===== src/hw/rtl/alr_divider.sv =====
`default_nettype none
// Pipelined restoring divider: one quotient bit per stage.
// Quotient is QW bits wide, divisor DW bits. Tag rides alongside.
module alr_divider #(
    parameter int unsigned QW = 16,
    parameter int unsigned DW = 16,
    parameter int unsigned TW = 1
) (
    input  wire logic          clk,
    input  wire logic          rst_n,
    input  wire logic          en,
    input  wire logic          in_valid,
    input  wire logic [QW+DW-1:0] dividend,
    input  wire logic [DW-1:0] divisor,
    input  wire logic [TW-1:0] tag_in,
    output logic               out_valid,
    output logic [QW-1:0]      quotient,
    output logic               overflow,
    output logic [TW-1:0]      tag_out
);
    // stage s holds partial remainder, full dividend, quotient so far
    logic [QW:0]       v_reg;
    logic [DW:0]       rem_reg  [QW+1];
    logic [QW+DW-1:0]  num_reg  [QW+1];
    logic [DW-1:0]     den_reg  [QW+1];
    logic [QW-1:0]     q_reg    [QW+1];
    logic              ovf_reg  [QW+1];
    logic [TW-1:0]     tag_reg  [QW+1];

    // overflow when top DW bits of dividend >= divisor
    always_ff @(posedge clk or negedge rst_n)
    begin
        if (!rst_n)
        begin
            v_reg <= '0;
        end
        else if (en)
        begin
            v_reg <= {v_reg[QW-1:0], in_valid};
        end
    end

    always_ff @(posedge clk)
    begin
        if (en)
        begin
            rem_reg[0] <= {1'b0, dividend[QW+DW-1:QW]};
            num_reg[0] <= dividend;
            den_reg[0] <= divisor;
            q_reg[0]   <= '0;
            ovf_reg[0] <= dividend[QW+DW-1:QW] >= divisor;
            tag_reg[0] <= tag_in;
        end
    end

    for (genvar s = 0; s < QW; s++)
    begin : g_stage
        logic [DW+1:0] trial_next;
        logic [DW+1:0] shifted_next;
        always_comb
        begin
            shifted_next = {rem_reg[s], num_reg[s][QW-1-s]};
            trial_next   = shifted_next - {2'b00, den_reg[s]};
        end
        always_ff @(posedge clk)
        begin
            if (en)
            begin
                if (!trial_next[DW+1])
                begin
                    rem_reg[s+1] <= trial_next[DW:0];
                end
                else
                begin
                    rem_reg[s+1] <= shifted_next[DW:0];
                end
                q_reg[s+1]   <= {q_reg[s][QW-2:0], ~trial_next[DW+1]};
                num_reg[s+1] <= num_reg[s];
                den_reg[s+1] <= den_reg[s];
                ovf_reg[s+1] <= ovf_reg[s];
                tag_reg[s+1] <= tag_reg[s];
            end
        end
    end

    assign out_valid = v_reg[QW];
    assign quotient  = q_reg[QW];
    assign overflow  = ovf_reg[QW];
    assign tag_out   = tag_reg[QW];
endmodule
`default_nettype wire


===== config.mk =====
export PLATFORM = sky130hd
export DESIGN_NAME = alr_divider
export DESIGN_NICKNAME = d
export VERILOG_FILES = /design/src/hw/rtl/alr_divider.sv
export SDC_FILE = /design/constraint.sdc
export NUM_CORES = 1
export LEC_CHECK = 0
export BUFFER_PORTS_ARGS = -buffer_cell sky130_fd_sc_hd__buf_2
export CAP_MARGIN = 5
export CELL_PAD_IN_SITES_DETAIL_PLACEMENT = 0
export CELL_PAD_IN_SITES_GLOBAL_PLACEMENT = 1
export CORE_MARGIN = 2
export CORE_UTILIZATION = 39
export DETAILED_ROUTE_END_ITERATION = 12
export GPL_TIMING_DRIVEN = 0
export PLACE_DENSITY_LB_ADDON = 0.1
export REMOVE_ABC_BUFFERS = 1
export SLEW_MARGIN = 10
export SYNTH_ARGS = -nofsm -noshare
export SYNTH_HDL_FRONTEND = slang
export SYNTH_SLANG_ARGS = --single-unit

===== constraint.sdc =====
create_clock -name clk -period 3.5 [get_ports clk]
set_input_delay 0.7 -clock clk [delete_from_list [all_inputs] [get_ports clk]]
set_output_delay 0.7 -clock clk [all_outputs]
set_load 0.02 [all_outputs]

==> flow_metrics.tcl, run 1 <==
set metrics [dict create \
    synthToLayoutAreaGrowth_pct 13.0 \
    path_clk_slew_ps 60 \
    max_cap_viol_count 0 \
    p_sw_w 0.0134 \
    cts_tree "built" \
    synth_edf_count 833 \
    start_util_pct 39.2 \
    crit_type "flop to flop" \
    outcome "completed" \
    die_area_um2 110000 \
    async_flop_share_pct 2.00 \
    antenna_found_initial 0 \
    pwr-share-comb_pct 37.3 \
    synth_ff_type "edfxtp_1" \
    syn_area_per_cell_um2 12.9 \
    via_per_inst 5.13 \
    drive_gt1_share_pct 10.1 \
    grt_max_degree 114 \
    syn_area_um2 41700 \
    hold_viol_final 0 \
    relSlewSlack_pct 30.8 \
    floorplan.core_area_um2 107000 \
    antenna_left 0 \
    muxShareOfSynthArea_pct 1.02 \
    largest_reg_flops 256 \
    layout_common_cells "833 x edfxtp_1, 327 x inv_1, 293 x nand2_1" \
    fin_area_um2 47200 \
    cts.sink_count 850 \
    grt_usage_pct 14.0 \
    nets 3713 \
    fp.dieH_um 331 \
    synth_sequential_area_ratio_pct 60.9 \
    wl_um 80200 \
    grt_pass1_wl_um 125000 \
    final_common_cell "edfxtp_1" \
    synth_warnings 0 \
    hold_path.class "input port to flop" \
    vias 24900 \
    min_period_over_period_pct 98.5 \
    endpoint_kind "flop" \
    fmax_mhz 290 \
    drc_errors 0 \
    powerDensity_nw_per_um2 834 \
    die_w_um 331 \
    io_buffers 71 \
    worstRegToRegCells 10 \
    place_area_um2 43600 \
    p_sw_share_pct 34.0 \
    ys_ff_latch 850 \
    synth_compound_area_share_pct 13.8 \
    period_needed_ps 3450 \
    cp_max_fo 13 \
    synth_fa_ha_area_share_pct 8.84 \
    synthSimpleGateAreaFrac_pct 7.57 \
    maxSlewViolCount 0 \
    max_slew.worst_pin.slew_ps 1040 \
    cts_buffer_depth 3 \
    final.setup_skew_ps 27.0 \
    ir_worst_vdd_mv 0.423 \
    leakage_nw 18.5 \
    clk_latency_ps 660 \
    drt_iter0_markers 1061 \
    whs_path_depth 1 \
    synth_top_family_by_area "compound AO/OA/AOI/OAI gates" \
    synth_xor_area_share_pct 3.71 \
    overflow 0 \
    wl_per_cell_um 16.5 \
    num_rows 120 \
    cts_inserted_buffers 97 \
    finish.utilization_pct 44.3 \
    ios 72 \
    power_frac_clock_pct 23.8 \
    pwr-share-seq_pct 39.0 \
    place.gp.congestion 0.849 \
    antenna_cells 0 \
    synthCells 3243 \
    grt_pass1_vias 26200 \
    cts_max_level 3 \
    drtPass1Iterations 5 \
    place_hpwl_um 51600 \
    required_ps 3910 \
    crit_path_start_kind "flop" \
    synth_cell_type_count 72 \
    finalSetupViolCount 0 \
    p_int_w 0.0260 \
    clock-root-buffer "clkbuf_16" \
    critPathArrivalTime_ps 3850 \
]
final timing paths:
check                          startpoint  slack (ps)             end
setup reg to reg           rem_reg[1][13]          50  rem_reg[2][14]
setup / recovery           rem_reg[1][13]          50  rem_reg[2][14]
hold reg to reg            num_reg[0][43]         410  num_reg[0][75]
hold / removal                dividend[9]         220   num_reg[0][9]
max in group asynchronous           rst_n        2740        v_reg[4]
min in group asynchronous           rst_n         490        v_reg[1]
power groups by stage:
stage                     Combinational [W]  Sequential (W)  Clock [W]
after global routing                 0.0164          0.0156     0.0101
after CTS                            0.0140          0.0153    0.00974
after global placement               0.0132          0.0157          0
final                                0.0147          0.0153    0.00935
after floorplan                      0.0104          0.0152          0
after detailed placement             0.0136          0.0155          0
cells in the mapped netlist (9+ instances only):
cell,n,area share [%]
o21ai_0,256,3.1
o211ai_1,16,0.29
mux2i_1,10,0.24
nand2b_1,56,0.84
o21bai_1,18,0.32
buf_2,16,0.19
edfxtp_1,833,60
nor2b_1,21,0.31
and3_1,23,0.34
mux2_2,28,0.76
o31ai_1,25,0.45
clkbuf_1,40,0.36
a211oi_1,30,0.54
nor2_1,68,0.61
a31oi_1,35,0.52
xnor2_1,70,1.5
o21a_1,69,1.2
inv_1,328,2.9
o31a_1,15,0.31
o2111ai_1,9,0.19
or3_1,24,0.36
fa_1,15,0.72
a21o_1,119,2.1
a21oi_1,132,1.6
o21ai_1,31,0.37
nand3_1,40,0.48
and2_1,22,0.33
ha_1,271,8.1
nand4_1,9,0.13
buf_6,22,0.59
nor3_1,31,0.37
dfrtp_1,17,1.0
xor2_1,107,2.2
nand2_1,293,2.6
timing repair:
item / CTS / global route
gates resized for setup: 10 / 20
hold buffers: 1 / 0
endpoints found under the setup margin: 89 / 165
cloned: 5 / 9
buffers inserted: 7 / 12
endpoints found under the hold margin: 17 / 0
pin swaps: 5 / 12
metal layers:
metal,up-vias,part of all wire (%),track usage [%]
li1,12200,-,-
met1,12000,34,12.8
met2,416,58,28.5
met3,233,3.0,2.23
met4,0,5.3,8.34
met5,-,0,0
cell families (layout without fill, tap and decap cells):
group                    count (synthesis)  count (layout)
buffers and inverters                  410             598
XOR/XNOR                               177             177
flip-flops                             850             850
adder cells (fa/ha/maj)                286             286
AO/OA/AOI/OAI                          841             855
AND/OR/NAND/NOR                        640             640
multiplexers                            39              39
final cells by class:
| class | count | area [um^2] |
|---|---|---|
| multi-input cells | 1997 | 14900 |
| inverters | 328 | 1230 |
| clock inverters | 47 | 359 |
| flip-flops and latches | 850 | 25400 |
| repair buffers | 100 | 941 |
| clock buffers | 123 | 2550 |
| well taps | 1403 | 1760 |
| fillers | 9694 | 59400 |
critical path: stages (launching register included):
cell and delay [ps]:
edfxtp_1 390, ha_1 440, a21o_1 270, a211oi_2 320, nor3b_1 400, o211ai_1 290
a21o_1 390, a21oi_4 270, buf_12 180, a31oi_1 60, a21o_1 190
per-stage QoR:
step                      hold WS (ps)  total power (W)  setup TNS (ps)  cells  setup slack (ps)
final                              220           0.0393               0   4848              51.7
after CTS                          146           0.0391               0   4827              14.8
after global routing               176           0.0421           -10.3   4848             -10.3
after detailed placement           405           0.0291          -32100   4644              -920
after global placement             402           0.0289               -   4635            -23520
after floorplan                    400           0.0257           -3020   3161              -327
(Power assumes the default switching activity.)
==> inputs of run 2 (changes only) <==
BUFFER_PORTS_ARGS = -buffer_cell sky130_fd_sc_hd__clkbuf_2   (was -buffer_cell sky130_fd_sc_hd__buf_2)
CORE_MARGIN = 10   (was 2)
CORE_UTILIZATION = 45   (was 39)
==> run 2 against run 1 <==
  * Cell area is 0.33% lower
  * Die area decreased by 3.9%
  * Total power fell by 0.15%
  * Largest cell class unchanged
  * Sequential power about the same
  * Wire length decreased by 3.7%
  * Highest routed layer unchanged
  * Via count down 0.34%
  * Hold slack got worse by 5.4 ps
  * Setup slack gained 7.5 ps
  * Sequential share of layout area increased by 0.18 points
  * Critical endpoint is now rem_reg[3][4]
  * Cell count is 3.4% lower
  * Critical path depth did not move
  * Core utilization grew 7.0 points
  * Critical path type unchanged
==> flow_metrics.tcl, run 2 (synthesis results as in run 1) <==
set metrics [dict create \
    place_area_um2 43400 \
    fp.dieH_um 325 \
    final.setup_skew_ps 13.6 \
    hold_viol_final 0 \
    grt_usage_pct 13.8 \
    critPathArrivalTime_ps 3850 \
    final_common_cell "edfxtp_1" \
    p_int_w 0.0261 \
    antenna_left 0 \
    relSlewSlack_pct 43.3 \
    synthToLayoutAreaGrowth_pct 12.7 \
    ios 72 \
    grt_max_degree 106 \
    fillers 7758 \
    power_frac_clock_pct 24.4 \
    powerDensity_nw_per_um2 835 \
    period_needed_ps 3440 \
    cts.sink_count 850 \
    vias 24800 \
    min_period_over_period_pct 98.3 \
    wl_per_cell_um 16.5 \
    clk_latency_ps 660 \
    antenna_cells 0 \
    cts_tree "built" \
    endpoint_kind "flop" \
    drtPass1Iterations 5 \
    leakage_nw 18.5 \
    outcome "completed" \
    place.gp.congestion 0.893 \
    overflow 0 \
    multi_input_area_um2 14900 \
    largest_reg_flops 256 \
    crit_type "flop to flop" \
    floorplan.core_area_um2 91800 \
    p_sw_w 0.0132 \
    hold_path.class "input port to flop" \
    die_w_um 325 \
    p_total_w 0.0393 \
    dp_slack_ps -1520 \
    ir_worst_vdd_mv 0.419 \
    whs_path_depth 1 \
    setup_slack_ps 59.1 \
    max_slew.worst_pin.slew_ps 848 \
    required_ps 3910 \
    rsz0062_at_grt "yes" \
    pwr-share-comb_pct 36.6 \
    fmax_mhz 291 \
    finish.utilization_pct 51.2 \
    finalSetupViolCount 0 \
    place_hpwl_um 51100 \
    max_cap_viol_count 0 \
    maxSlewViolCount 0 \
    num_rows 111 \
    fin_area_um2 47000 \
    die_area_um2 105000 \
    cts_buffer_depth 3 \
    via_per_inst 5.29 \
    pwr-share-seq_pct 39.0 \
    clock-root-buffer "clkbuf_16" \
    start_util_pct 45.5 \
    antenna_found_initial 0 \
    cp_max_fo 12 \
    p_sw_share_pct 33.6 \
    seq_area_um2 25400 \
    io_buffers 71 \
    layout_common_cells "833 x edfxtp_1, 327 x inv_1, 293 x nand2_1" \
    drc_errors 0 \
    nets 3704 \
    hold_slack_ps 215 \
    grt_pass1_vias 26000 \
    grt_pass1_wl_um 121000 \
    path_clk_slew_ps 60 \
    worstRegToRegCells 10 \
    cts_max_level 3 \
    drive_gt1_share_pct 10.2 \
    cts_inserted_buffers 94 \
    drt_iter0_markers 1102 \
    wl_um 77200 \
    crit_path_start_kind "flop" \
]
## run 2: changes by cell type in the layout (fill, tap and decap cells not counted), moves of 4 or more
cell       before  now
clkinv_1       24   18
buf_2          70    0
buf_12         15   11
clkinv_2       10   14
bufinv_16       4    9
clkbuf_2        0   70
## run 2: cell type report
cell class | count | area share, %
flip-flops and latches | 850 | 54.1
multi-input cells | 1993 | 31.6
clock buffers | 122 | 5.27
well taps | 1243 | 3.31
inverters | 328 | 2.63
repair buffers | 98 | 1.96
clock inverters | 50 | 1.11
## run 2: path summary, 6_finish.rpt
path | startpoint | endpoint | slack, ps
max in group asynchronous | rst_n | v_reg[11] | 2720
min in group asynchronous | rst_n | v_reg[2] | 500
worst max register to register | rem_reg[2][13] | rem_reg[3][4] | 60
worst min register to register | num_reg[0][107] | num_reg[0][139] | 410
worst max-delay path | rem_reg[2][13] | rem_reg[3][4] | 60
worst min-delay path | dividend[4] | num_reg[0][4] | 210
## run 2: repair_timing
item / CTS / global route
setup endpoints to repair: 104 / 168
endpoints found under the hold margin: 17 / 0
hold buffers: 1 / 0
resized for setup: 10 / 25
pin swaps: 4 / 7
gates cloned: 6 / 6
setup buffers: 3 / 11
## run 2: routing by layer
metal / routed length [um] / track usage, % / share of wire (%) / vias up
met5: 0 / 0 / 0 / -
li1: - / - / - / 12200
met3: 2630 / 2.42 / 3.4 / 258
met2: 44400 / 28.2 / 57 / 471
met1: 26000 / 12.3 / 34 / 11800
met4: 4220 / 8.14 / 5.5 / 0
## run 2: power by group through the flow
stage               Combinational, W  Clock, W  Sequential (W)
global route                  0.0160    0.0104          0.0156
CTS                           0.0138   0.00996          0.0153
floorplan                     0.0104         0          0.0152
finish                        0.0144   0.00960          0.0153
detailed placement            0.0135         0          0.0155
global placement              0.0131         0          0.0158
## run 2: worst max-delay path, cell delays in order, from the launching register on
cell and delay [ps]:
edfxtp_1 400, ha_1 430, a21o_1 250, a211oi_1 410
nor3b_1 370, o211ai_1 270, a21o_2 370, a21oi_4 280
buf_12 180, a211oi_1 50, a21o_1 160
## run 2: metrics by stage
step           TNS, ps  instances
4_1_cts              0       4667
5_1_grt          -29.1       4684
3_3_place_gp         -       4475
2_1_floorplan    -3020       3161
6_report             0       4684
3_5_place_dp   -185270       4485
==> inputs of run 3 (changes only) <==
PLACE_DENSITY_LB_ADDON = 0.25   (was 0.1)
clock period = 3.2 ns   (was 3.5 ns; I/O delays follow)
==> run 3 against run 2 <==
  * Flip-flop and latch count unchanged
  * Via count increased by 0.87%
  * Total power increased by 10%
  * Non-clock buffer count increased by 14
  * First-iteration DRC count increased by 13%
  * Critical path type unchanged
  * Critical endpoint is now rem_reg[6][14]
  * Highest routed layer unchanged
==> flow_metrics.tcl, run 3 (synthesis results as in run 1) <==
set metrics [dict create \
    outcome "completed" \
    place_hpwl_um 49600 \
    clk_latency_ps 650 \
    max_cap_viol_count 0 \
    r2r_start "den_reg[0][81]" \
    cpMaxStageDelayCell "edfxtp_1" \
    p_sw_w 0.0146 \
    p_sw_share_pct 33.7 \
    layout_common_cells "833 x edfxtp_1, 327 x inv_1, 293 x nand2_1" \
    p_int_w 0.0287 \
    via_per_inst 5.32 \
    cts.sink_count 850 \
    fp.dieH_um 325 \
    min_period_over_period_pct 96.9 \
    whs_endpoint "tag_reg[0][0]" \
    antenna_found_initial 0 \
    finalSetupViolCount 0 \
    final_cells 4694 \
    met3_usage_pct 2.80 \
    grt_pass1_vias 26600 \
    leakage_nw 18.6 \
    rsz0062_at_grt "yes" \
    pwr-share-seq_pct 38.8 \
    power_frac_clock_pct 23.6 \
    period_needed_ps 3100 \
    final_common_cell "edfxtp_1" \
    cts_max_level 3 \
    crit_type "flop to flop" \
    largest_reg_flops 256 \
    wl_um 77100 \
    hold_path.class "input port to flop" \
    cp_max_fo 11 \
    crit_path_start_kind "flop" \
    worstRegToRegCells 11 \
    floorplan.core_area_um2 91800 \
    cts_tree "built" \
    grt_max_degree 109 \
    maxSlewViolCount 0 \
    antenna_cells 0 \
    ir_worst_vdd_mv 0.447 \
    max_slew.worst_pin.slew_ps 629 \
    num_rows 111 \
    place.gp.congestion 0.914 \
    endpoint_kind "flop" \
    die_w_um 325 \
    synthToLayoutAreaGrowth_pct 13.5 \
    clock-root-buffer "clkbuf_16" \
    vias 25000 \
    nets 3721 \
    start_util_pct 45.5 \
    ios 72 \
    overflow 0 \
    drc_errors 0 \
    grt_usage_pct 14.3 \
    hp-start "tag_in" \
    place_inst 4485 \
    whs_path_depth 1 \
    final.setup_skew_ps 19.9 \
    grt_pass1_wl_um 126000 \
    met2_usage_pct 29.0 \
    powerDensity_nw_per_um2 913 \
    critPathArrivalTime_ps 3500 \
    critPathBufInv 2 \
    gr-max-usage-layer "met2" \
    drive_gt1_share_pct 11.5 \
    fin_area_um2 47400 \
    met1_usage_pct 12.7 \
    path_clk_slew_ps 60 \
    cts_buffer_depth 3 \
    pwr-share-comb_pct 37.6 \
    fmax_mhz 323 \
    drtPass1Iterations 6 \
    wl_per_cell_um 16.4 \
    io_buffers 71 \
    relSlewSlack_pct 57.0 \
    max_stage_delay_ps 430 \
    antenna_left 0 \
    rrSetupSlack_ps 100 \
    place_area_um2 43400 \
    required_ps 3600 \
    crit_chain "inv_1, ha_1, nor2b_1, o31a_1, o41ai_4, o211ai_1, a21o_2, a21oi_4, buf_12, a31oi_1, a21o_1" \
    cts_inserted_buffers 94 \
    path_delay_family "compound AO/OA/AOI/OAI gates" \
    hold_viol_final 0 \
    die_area_um2 105000 \
    drt_iter0_markers 1244 \
    regToRegEndpoint "rem_reg[6][14]" \
]
## run 3: how the worst max path moves through the flow
| stage | from | to | slack, ps | cells past startpoint |
|---|---|---|---|---|
| after detailed placement | en | rem_reg[7][16] | -1350 | 9 |
| after floorplan | en | rem_reg[1][3] | -570 | 5 |
| after CTS | rem_reg[4][13] | rem_reg[5][14] | 10 | 10 |
| after global placement | en | rem_reg[1][14] | -25700 | 6 |
| final | den_reg[0][81] | rem_reg[6][14] | 100 | 11 |
| after global routing | rem_reg[6][9] | rem_reg[7][16] | -80 | 9 |
## run 3: metrics by stage
stage          utilization (%)  setup TNS (ps)  total power, W  hold WS, ps  worst slack [ps]
2_1_floorplan                -           -6860          0.0281          344              -567
3_3_place_gp              47.0               -          0.0313          400            -25700
3_5_place_dp              47.3         -156850          0.0315          405             -1350
4_1_cts                   51.3               0          0.0432          111              11.6
5_1_grt                   51.6            -231          0.0462          122             -75.2
6_report                  51.6               0          0.0433          169               101
## run 3: routing by layer
layer | vias up | share of wire (%)
met4 | 0 | 5.5
met1 | 12000 | 34
li1 | 12200 | -
met3 | 247 | 3.8
met5 | - | 0
met2 | 509 | 56
## run 3: layout make-up
cell class | count | area (um^2)
clock buffer | 114 | 2450
sequential | 850 | 25400
fill | 7761 | 44400
multi-input combinational | 1996 | 15200
timing repair buffer | 112 | 1120
clock inverter | 51 | 433
inverter | 328 | 1240
tap | 1243 | 1560
## run 3: repair_timing
item,CTS,global route
hold endpoints to repair,17,0
cloned,14,1
setup buffers,17,11
setup endpoints to repair,251,114
hold buffers,1,0
pin swaps,15,12
resized for setup,53,32
## run 3: power groups by stage
stage	clock network (W)	logic, W	registers (W)
after floorplan	0	0.0114	0.0167
after global placement	0	0.0140	0.0172
after CTS	0.0106	0.0159	0.0167
after detailed placement	0	0.0146	0.0169
after global routing	0.0110	0.0181	0.0170
final	0.0102	0.0163	0.0168
